**src/rtl/core/cppm_pkg.sv**
```systemverilog
// Shared constants and types for the convex polygon pixel mask.
// No dependencies; imported by cppm_mul and convex_polygon_pixel_mask.
`default_nettype none

package cppm_pkg;

    localparam int MAX_VERTICES = 16;
    localparam int VIDX_W       = $clog2(MAX_VERTICES);
    localparam int VCNT_W       = $clog2(MAX_VERTICES + 1);

    localparam int CMD_W   = 2;
    localparam int COORD_W = 20;
    localparam int PIX_W   = 15;
    localparam int DIFF_W  = COORD_W + 1;   // exact difference of two coordinates
    localparam int PROD_W  = 2 * DIFF_W;
    localparam int CROSS_W = PROD_W + 1;

    typedef logic [CMD_W-1:0] cmd_t;

    localparam cmd_t CMD_CLEAR  = 2'd0;
    localparam cmd_t CMD_APPEND = 2'd1;
    localparam cmd_t CMD_TEST   = 2'd2;

    // operands for the shared unit: (u0 - v0) * (u1 - v1)
    typedef struct packed {
        logic signed [DIFF_W-1:0] u0;
        logic signed [DIFF_W-1:0] v0;
        logic signed [DIFF_W-1:0] u1;
        logic signed [DIFF_W-1:0] v1;
    } mul_op_t;

endpackage

`default_nettype wire

```
**src/rtl/core/cppm_mul.sv**
```systemverilog
// Shared difference-times-difference unit, one registered product per cycle.
// Depends on cppm_pkg.
`default_nettype none

module cppm_mul (
    input  wire logic                             aclk,
    input  wire cppm_pkg::mul_op_t                op_i,
    output logic signed [cppm_pkg::PROD_W-1:0]    prod_o
);
    import cppm_pkg::*;

    logic signed [DIFF_W-1:0] da;
    logic signed [DIFF_W-1:0] db;
    logic signed [PROD_W-1:0] prod_reg;

    // operands arrive extended to DIFF_W (pixel zero-extended, vertices sign-extended), so the differences are exact
    assign da = op_i.u0 - op_i.v0;
    assign db = op_i.u1 - op_i.v1;

    always_ff @(posedge aclk) begin
        prod_reg <= da * db;
    end

    assign prod_o = prod_reg;

endmodule

`default_nettype wire

```
**src/rtl/core/convex_polygon_pixel_mask.sv**
```systemverilog
// Convex polygon pixel mask: clear and append are taken in S_IDLE and give no result.
// A test with N stored vertices (N >= 2) holds the input through S_FETCH, S_PREV,
// then S_MUL1, S_MUL2, S_CMP per edge and S_DONE; with N < 2 only S_DONE.
// The per-edge states come from the single shared multiplier (two products,
// then the compare) and the vertex memory with its single registered read port.
// aresetn (sync, active low) empties the list and drops any pending result.
`default_nettype none

module convex_polygon_pixel_mask (
    input  wire logic                                aclk,
    input  wire logic                                aresetn,
    input  wire logic                                s_valid,
    output logic                                     s_ready,
    input  wire logic [cppm_pkg::CMD_W-1:0]          s_command,
    input  wire logic signed [cppm_pkg::COORD_W-1:0] s_vert_x,
    input  wire logic signed [cppm_pkg::COORD_W-1:0] s_vert_y,
    input  wire logic [cppm_pkg::PIX_W-1:0]          s_pixel_x,
    input  wire logic [cppm_pkg::PIX_W-1:0]          s_pixel_y,
    output logic                                     m_valid,
    input  wire logic                                m_ready,
    output logic                                     m_inside_res
);
    import cppm_pkg::*;

    typedef enum logic [2:0] {
        S_IDLE,
        S_FETCH,
        S_PREV,
        S_MUL1,
        S_MUL2,
        S_CMP,
        S_DONE
    } state_t;

    state_t state_reg, state_next;

    logic [VCNT_W-1:0]         vcount_reg, vcount_next;
    logic [VCNT_W-1:0]         k_reg, k_next;
    logic [PIX_W-1:0]          px_reg, px_next;
    logic [PIX_W-1:0]          py_reg, py_next;
    logic signed [COORD_W-1:0] prev_x_reg, prev_x_next;
    logic signed [COORD_W-1:0] prev_y_reg, prev_y_next;
    logic signed [PROD_W-1:0]  prod1_reg, prod1_next;
    logic                      inside_reg, inside_next;
    logic                      m_valid_reg, m_valid_next;
    logic                      m_inside_reg, m_inside_next;

    // vertex memory, registered read at the current edge index
    logic signed [COORD_W-1:0] mem_x [MAX_VERTICES];
    logic signed [COORD_W-1:0] mem_y [MAX_VERTICES];
    logic signed [COORD_W-1:0] rd_x_reg;
    logic signed [COORD_W-1:0] rd_y_reg;
    logic                      wr_en;

    mul_op_t                   mul_op;
    logic signed [PROD_W-1:0]  mul_prod;
    logic signed [CROSS_W-1:0] cross_sum;

    always_ff @(posedge aclk) begin
        if (wr_en) begin
            mem_x[vcount_reg[VIDX_W-1:0]] <= s_vert_x;
            mem_y[vcount_reg[VIDX_W-1:0]] <= s_vert_y;
        end
        rd_x_reg <= mem_x[k_reg[VIDX_W-1:0]];
        rd_y_reg <= mem_y[k_reg[VIDX_W-1:0]];
    end

    // first product uses (px - x0)*(y1 - y0), second (py - y0)*(x1 - x0)
    always_comb begin
        if (state_reg == S_MUL1) begin
            mul_op.u0 = {{(DIFF_W-PIX_W){1'b0}}, px_reg};
            mul_op.v0 = {prev_x_reg[COORD_W-1], prev_x_reg};
            mul_op.u1 = {rd_y_reg[COORD_W-1], rd_y_reg};
            mul_op.v1 = {prev_y_reg[COORD_W-1], prev_y_reg};
        end else begin
            mul_op.u0 = {{(DIFF_W-PIX_W){1'b0}}, py_reg};
            mul_op.v0 = {prev_y_reg[COORD_W-1], prev_y_reg};
            mul_op.u1 = {rd_x_reg[COORD_W-1], rd_x_reg};
            mul_op.v1 = {prev_x_reg[COORD_W-1], prev_x_reg};
        end
    end

    cppm_mul u_mul (
        .aclk   (aclk),
        .op_i   (mul_op),
        .prod_o (mul_prod)
    );

    assign cross_sum = {prod1_reg[PROD_W-1], prod1_reg} - {mul_prod[PROD_W-1], mul_prod};

    assign s_ready = (state_reg == S_IDLE);

    always_comb begin
        state_next    = state_reg;
        vcount_next   = vcount_reg;
        k_next        = k_reg;
        px_next       = px_reg;
        py_next       = py_reg;
        prev_x_next   = prev_x_reg;
        prev_y_next   = prev_y_reg;
        prod1_next    = prod1_reg;
        inside_next   = inside_reg;
        m_valid_next  = m_valid_reg && !m_ready;
        m_inside_next = m_inside_reg;
        wr_en         = 1'b0;

        unique case (state_reg)
            S_IDLE: begin
                if (s_valid) begin
                    case (s_command)
                        CMD_CLEAR: begin
                            vcount_next = '0;
                        end
                        CMD_APPEND: begin
                            if (vcount_reg < VCNT_W'(MAX_VERTICES)) begin
                                wr_en       = 1'b1;
                                vcount_next = vcount_reg + 1'b1;
                            end
                        end
                        CMD_TEST: begin
                            px_next     = s_pixel_x;
                            py_next     = s_pixel_y;
                            inside_next = 1'b1;
                            k_next      = '0;
                            if (vcount_reg < VCNT_W'(2)) begin
                                state_next = S_DONE;
                            end else begin
                                state_next = S_FETCH;
                            end
                        end
                        default: ;
                    endcase
                end
            end
            S_FETCH: begin
                k_next     = VCNT_W'(1);
                state_next = S_PREV;
            end
            S_PREV: begin
                prev_x_next = rd_x_reg;
                prev_y_next = rd_y_reg;
                state_next  = S_MUL1;
            end
            S_MUL1: begin
                state_next = S_MUL2;
            end
            S_MUL2: begin
                // bump the index here so the next vertex is read during S_CMP
                prod1_next = mul_prod;
                k_next     = k_reg + 1'b1;
                state_next = S_CMP;
            end
            S_CMP: begin
                if (cross_sum[CROSS_W-1]) begin
                    inside_next = 1'b0;
                end
                prev_x_next = rd_x_reg;
                prev_y_next = rd_y_reg;
                if (k_reg < vcount_reg) begin
                    state_next = S_MUL1;
                end else begin
                    state_next = S_DONE;
                end
            end
            S_DONE: begin
                if (!m_valid_reg || m_ready) begin
                    m_valid_next  = 1'b1;
                    m_inside_next = inside_reg;
                    state_next    = S_IDLE;
                end
            end
            default: begin
                state_next = S_IDLE;
            end
        endcase
    end

    always_ff @(posedge aclk) begin
        if (!aresetn) begin
            state_reg   <= S_IDLE;
            vcount_reg  <= '0;
            m_valid_reg <= 1'b0;
        end else begin
            state_reg   <= state_next;
            vcount_reg  <= vcount_next;
            m_valid_reg <= m_valid_next;
        end
        k_reg        <= k_next;
        px_reg       <= px_next;
        py_reg       <= py_next;
        prev_x_reg   <= prev_x_next;
        prev_y_reg   <= prev_y_next;
        prod1_reg    <= prod1_next;
        inside_reg   <= inside_next;
        m_inside_reg <= m_inside_next;
    end

    assign m_valid      = m_valid_reg;
    assign m_inside_res = m_inside_reg;

    a_count_bound: assert property (@(posedge aclk) disable iff (!aresetn)
        vcount_reg <= VCNT_W'(MAX_VERTICES))
        else $error("vertex count above table size");

    a_index_bound: assert property (@(posedge aclk) disable iff (!aresetn)
        (state_reg == S_MUL1 || state_reg == S_MUL2 || state_reg == S_CMP)
        |-> (k_reg <= vcount_reg && k_reg != '0))
        else $error("edge index outside stored vertices");

    a_few_vertices: assert property (@(posedge aclk) disable iff (!aresetn)
        (s_valid && s_ready && s_command == CMD_TEST && vcount_reg < VCNT_W'(2))
        |=> (state_reg == S_DONE && inside_reg))
        else $error("test with fewer than two vertices not reported inside");

endmodule

`default_nettype wire
```
**config.mk**
```make
export PLATFORM = sky130hd
export DESIGN_NAME = convex_polygon_pixel_mask
export DESIGN_NICKNAME = d
export VERILOG_FILES = /design/src/rtl/core/cppm_pkg.sv /design/src/rtl/core/cppm_mul.sv /design/src/rtl/core/convex_polygon_pixel_mask.sv
export SDC_FILE = /design/constraint.sdc
export NUM_CORES = 2
export LEC_CHECK = 0
export ABC_AREA = 1
export BUFFER_PORTS_ARGS = -buffer_cell sky130_fd_sc_hd__buf_2
export CORE_MARGIN = 2
export CORE_UTILIZATION = 25
export CTS_CLUSTER_SIZE = 25
export DETAILED_ROUTE_END_ITERATION = 10
export PLACE_DENSITY = 0.39
export SYNTH_ARGS = -nofsm -noshare
export SYNTH_HDL_FRONTEND = slang
export SYNTH_SLANG_ARGS = --single-unit
```
**constraint.sdc**
```tcl
create_clock -name aclk -period 25.6 [get_ports aclk]
set_input_delay 5.12 -clock aclk [delete_from_list [all_inputs] [get_ports aclk]]
set_output_delay 5.12 -clock aclk [all_outputs]
set_load 0.005 [all_outputs]
```
---- Word-level counts from Yosys, hierarchy flattened ----
Memory sizes are Yosys's and may differ from the RTL's. A register that Yosys moved wholly into a read port is not among the register bits.
Cells that the tools add are included.
operators by class
  muxes and demuxes ....................... 24
  multipliers ............................. 1
  reduce and logical (&&, ||, !) cells .... 16
  add/subtract/negate cells ............... 5
  eq/ne operators ......................... 13
  order comparisons ....................... 3
operators with widths
  cell                                                         count
  2-to-1 mux 78 bit                                            1
  subtractor 42 x 42 -> 43 bit                                 1
  multiplier 21 x 21 -> 42 bit                                 1
  one-hot mux 3 bit (7 select lines)                           1
  subtractor 16 x 21 -> 21 bit                                 1
  subtractor 21 bit                                            1
  2-to-1 mux 3 bit                                             5
  2-to-1 mux 5 bit                                             3
  one-hot mux 5 bit (3 select lines)                           1
  2-to-1 mux 1 bit                                             11
  adder 5 x 1 -> 5 bit (second input constant)                 2
  one-hot mux 5 bit (2 select lines)                           1
  == test 3 bit (second input constant)                        3
  AND reduction 3 bit                                          3
  != test 2 bit (second input constant)                        4
  AND reduction 4 bit                                          2
  == test 3 x 2 -> 1 bit (second input constant)               2
  less-than comparator 5 x 2 -> 1 bit (second input constant)  1
  less-than comparator 5 bit                                   1
  less-than comparator 5 bit (second input constant)           1
  nonzero test 2 bit                                           2
  == test 3 x 1 -> 1 bit (second input constant)               1
  logical NOT 3 bit                                            1
  nonzero test 3 bit                                           1
  other kinds (10)                                             11
storage, ports and cells
  bits in writable memories ............... 640
  bits of input ports ..................... 76
  bits in registers ....................... 170
  memories kept ........................... 2
memory list
  memory  words  bits a word  read ports  clocked after Yosys merged registers in  wr ports  RTL line                         source
  mem_x   16     20           1           1                                        1         convex_polygon_pixel_mask.sv:49  logic signed [COORD_W-1:0] mem_x [MAX_VERTICES];
  mem_y   16     20           1           1                                        1         convex_polygon_pixel_mask.sv:50  logic signed [COORD_W-1:0] mem_y [MAX_VERTICES];

---- Logic depth before layout (Yosys ltp) ----
  depth after elaboration ................. 7
  gate-level depth with buffers ........... 47

---- By module ----
Synthesis repeated with hierarchy kept, for this count alone.
second synthesis, totals
  cells, all modules ...................... 5,085
  area total of the unflattened synthesis .. 52,621.7 µm²
by module, submodules not included
  module                     times used  area each (µm²)  cells an instance  seq. area each (µm²)
  convex_polygon_pixel_mask  1           32,019.5         2,352              23,772.8
  cppm_mul                   1           20,602.3         2,733              840.8

---- Worst setup path after synthesis ----
OpenSTA, ideal clock, no wires.
  path kind ............................... reg-to-reg
  start point ............................. reg state_reg[2]
  end point ............................... reg u_mul.prod_reg[41], in the netlist u_mul.prod_o[41]
  arrival ................................. 8,427 ps
  clock period less this slack ............ 8,539 ps
  stages on the path, launching flop included .. 45
  setup slack ............................. 17,061 ps
  path buffers ............................ 4
  data required time ...................... 25,488 ps
  cells stage by stage .................... dfxtp_1 > inv_2 > nand3_2 > buf_6 > clkbuf_1 > buf_2 > mux2i_1 > ha_1 > inv_1 > fa_1 > nand3_1 > nand3_1 > nand4_1 > nand3_1 > nand2_1 > nand2_2 > nand2_2 > nand2_4 > (+9 left out) > inv_1 > fa_1 > fa_1 > inv_1 > fa_1 > inv_1 > ha_1 > nand2_1 > nor2_1 > inv_1 > nor2_1 > inv_1 > nor2_1 > nand3_1 > nand3_1 > inv_1 > nand2_1 > nand2_1
between the ends
  cells in the longest elaborated chain, start to end .. 4
RTL lines
  what                                                               RTL line                          source
  from (decl)                                                        convex_polygon_pixel_mask.sv:35   state_t state_reg, state_next;
  from (signal assigned)                                             convex_polygon_pixel_mask.sv:184  state_reg <= state_next;
  == test 3 x 2 -> 1 bit (*)                                         convex_polygon_pixel_mask.sv:70   if (state_reg == S_MUL1) begin
  2-to-1 mux 78 bit (*)                                              convex_polygon_pixel_mask.sv:70
  subtractor 16 x 21 -> 21 bit or subtractor 21 bit (tied branches)  cppm_mul.sv:17, cppm_mul.sv:18
  multiplier 21 x 21 -> 42 bit (*)                                   cppm_mul.sv:21                    prod_reg <= da * db;
  to (signal assigned)                                               cppm_mul.sv:21
  to (decl)                                                          cppm_mul.sv:14                    logic signed [PROD_W-1:0] prod_reg;
Every way passes the cells marked *; elsewhere a longest branch is shown, timed or not.
A chain may end at the register's enable or synchronous reset.

---- Worst setup path after layout ----
  start point ............................. reg state_reg[2]
  end point ............................... reg u_mul.prod_reg[38], in the netlist u_mul.prod_o[38]
The elaborated chain is that of the path after synthesis.

==> results_dict.tcl <==
set metrics [dict create \
    floorplan.core_area_mm2 0.2044 \
    hold_end "prod1_reg[8]$_DFFE_PP_" \
    cts_tree "yes" \
    worst_pin_slew_ps 1194 \
    grt_antenna_before_repair 21 \
    worstHoldStart "u_mul.prod_o[8]$_DFF_P_" \
    portBuffers 78 \
    ioPinCount 79 \
    end_kind "register" \
    globalRouteOverflowTotal 0 \
    yosysSeqAreaShare 0.4793 \
    grt_max_degree 144 \
    path_class "register to register" \
    insertion_delay_ps 730 \
    final-hold-violation-count 0 \
    root_buffer "clkbuf_16" \
    layout_min_cycle_time_ps 10010 \
    post_cts_resized 0 \
    status "complete, no violations" \
    synth-seq-cells 850 \
    arrival_ps 10630 \
    grt.total_usage 0.1606 \
    mostFrequentLayoutCells "1015 x nand2_1, 759 x edfxtp_1, 715 x inv_1" \
    slew_headroom 0.2018 \
    ys_async_sr_fraction 0 \
    final_common_cell "nand2_1" \
    clk_path_buf_depth 3 \
    cpMostUsedCell "fa_1" \
    finClkSkew_ps 59.82 \
    critPathLaunchType "register" \
    die_h_um 457.2 \
    vias 34720 \
    reg2reg_to "u_mul.prod_o[38]$_DFF_P_" \
    drc 0 \
    synthCells 4894 \
    cts_made_buffers 93 \
    synth_edf_count 759 \
    holdBufCountCts 0 \
    wl_per_cell_um 21.91 \
    via_per_inst 4.497 \
    syn2layout_area_growth_pct 13.13 \
    row_count 166 \
    required_ps 26220 \
    finalCritPeriodShare 0.3912 \
    layout.nets 5685 \
    critPathMaxFanout 55 \
    hold_class "register to register" \
    syn_avg_cell_area_um2 10.49 \
    rsz0062_at_grt "no" \
    timing.rr.start "state_reg[2]$_SDFFE_PN0P_" \
    initialDrtViolationCount 2401 \
    first_pass_iters 5 \
    syn-num-nets 5627 \
    drtAntennaViolNets 0 \
    cts.sinks 850 \
    maxCapViolCount 0 \
    maxSlewViolCount 0 \
    ff2ff_setup_slack_ps 15590 \
    die_x_um 457.2 \
    slowest_stage "nand3b_1" \
    htreeDepth 3 \
    dieArea_mm2 0.2091 \
    routabilityCongestion 0.8590 \
    path_clk_slew_ps 60 \
    synth_warnings 0 \
    min_path_cells 0 \
    fin_setup_tns_ps 0 \
    synthFlopType "edfxtp_1" \
    critical_path.max_stage_delay_ps 780 \
    finalSetupViolations 0 \
    drive_above_1_share 0.07437 \
    grt_pass1_wl_mm 248.8 \
    post_cts_buffers 0 \
    grt_pass1_vias 35910 \
    synth_cell_types 53 \
    netlist_area_mm2 0.05136 \
    rr_worst_depth 37 \
    routed_wl_mm 169.2 \
    fmax_mhz 99.86 \
    hpwlAfterDp_mm 112.6 \
    start_util 0.2513 \
]
-- worst max-delay path: cells and delay by family (launching register included) --
family | cells | cell delay (ps)
adders and majority gates | 10 | 4560
AOI/OAI and AO/OA | 4 | 760
and+or+nand+nor | 14 | 2940
buffers and inverters | 9 | 1270
DFF | 1 | 350
-- worst max-delay path by stage --
stage / start / endpoint / cells past startpoint
after detailed placement: state_reg[2]$_SDFFE_PN0P_ / u_mul.prod_o[37]$_DFF_P_ / 37
after global placement: state_reg[2]$_SDFFE_PN0P_ / u_mul.prod_o[40]$_DFF_P_ / 39
final: state_reg[2]$_SDFFE_PN0P_ / u_mul.prod_o[38]$_DFF_P_ / 37
after CTS: state_reg[2]$_SDFFE_PN0P_ / u_mul.prod_o[37]$_DFF_P_ / 37
after global routing: state_reg[2]$_SDFFE_PN0P_ / u_mul.prod_o[37]$_DFF_P_ / 39
after floorplan: state_reg[2]$_SDFFE_PN0P_ / u_mul.prod_o[41]$_DFF_P_ / 44
-- layout make-up --
type	count	area, µm²
Clock inverter	39	495.5
Sequential cell	850	24610
Clock buffer	133	2587
Fill cell	21600	146300
Inverter	751	2828
Multi-Input combinational cell	3113	23310
Antenna cell	3	7.507
Tap cell	2688	3363
Timing Repair Buffer	143	890.9
-- cells in the mapped netlist, types with 5 or more instances --
cell type | count | area (µm²)
nand2_1 | 1018 | 3821
edfxtp_1 | 759 | 22790
inv_1 | 717 | 2691
fa_1 | 462 | 9249
nor2_1 | 462 | 1734
o21ai_0 | 288 | 1441
ha_1 | 195 | 2440
a21oi_1 | 183 | 915.9
nand3_1 | 144 | 720.7
clkbuf_1 | 126 | 473.0
dfxtp_1 | 91 | 1822
nand4_1 | 56 | 350.3
o22ai_1 | 48 | 300.3
a221oi_1 | 45 | 394.1
buf_2 | 38 | 190.2
xor2_1 | 36 | 315.3
o221ai_1 | 35 | 306.5
inv_2 | 28 | 105.1
xnor2_1 | 16 | 140.1
nor3_1 | 14 | 70.07
a21o_1 | 13 | 97.59
o21bai_1 | 12 | 90.09
nand2_2 | 10 | 62.56
buf_4 | 7 | 52.55
o21ai_2 | 7 | 61.31
a21boi_0 | 6 | 45.04
a31oi_1 | 6 | 37.54
clkinv_1 | 6 | 22.52
nand3_2 | 6 | 60.06
buf_1 | 5 | 18.77
nor2_4 | 5 | 56.30
xor2_2 | 5 | 81.33
-- stage by stage --
| step | area (µm²) | hold slack, ps | setup WS (ps) | util | std cells |
|---|---|---|---|---|---|
| after CTS | 58090 | 428.8 | 15560 | 0.2842 | 7717 |
| after floorplan | 51360 | 400.3 | 17060 | - | 4894 |
| after detailed placement | 55010 | 416.0 | 15530 | 0.2692 | 7545 |
| after global placement | 55010 | 412.9 | 15560 | 0.2692 | 7545 |
| final | 58100 | 426.2 | 15590 | 0.2843 | 7720 |
| after global routing | 58090 | 430.9 | 14850 | 0.2842 | 7718 |
-- cells by family after synthesis --
kind of cell    synth area share
simple gates              0.1371
buf+inv                  0.07007
flops                     0.4793
compound gates           0.07375
fa+ha+maj                 0.2276
xor+xnor                 0.01162
mux                    0.0005847
-- routing by layer --
layer	GRT usage	share of wire	vias up
met5	0	0.00089	-
met4	0.03612	0.021	24
met3	0.02295	0.036	196
met2	0.2770	0.49	587
met1	0.2123	0.45	17760
li1	-	-	16150
Power is not shown: default switching activity piles up to over one toggle a cycle in this logic, so the estimate is an artifact.
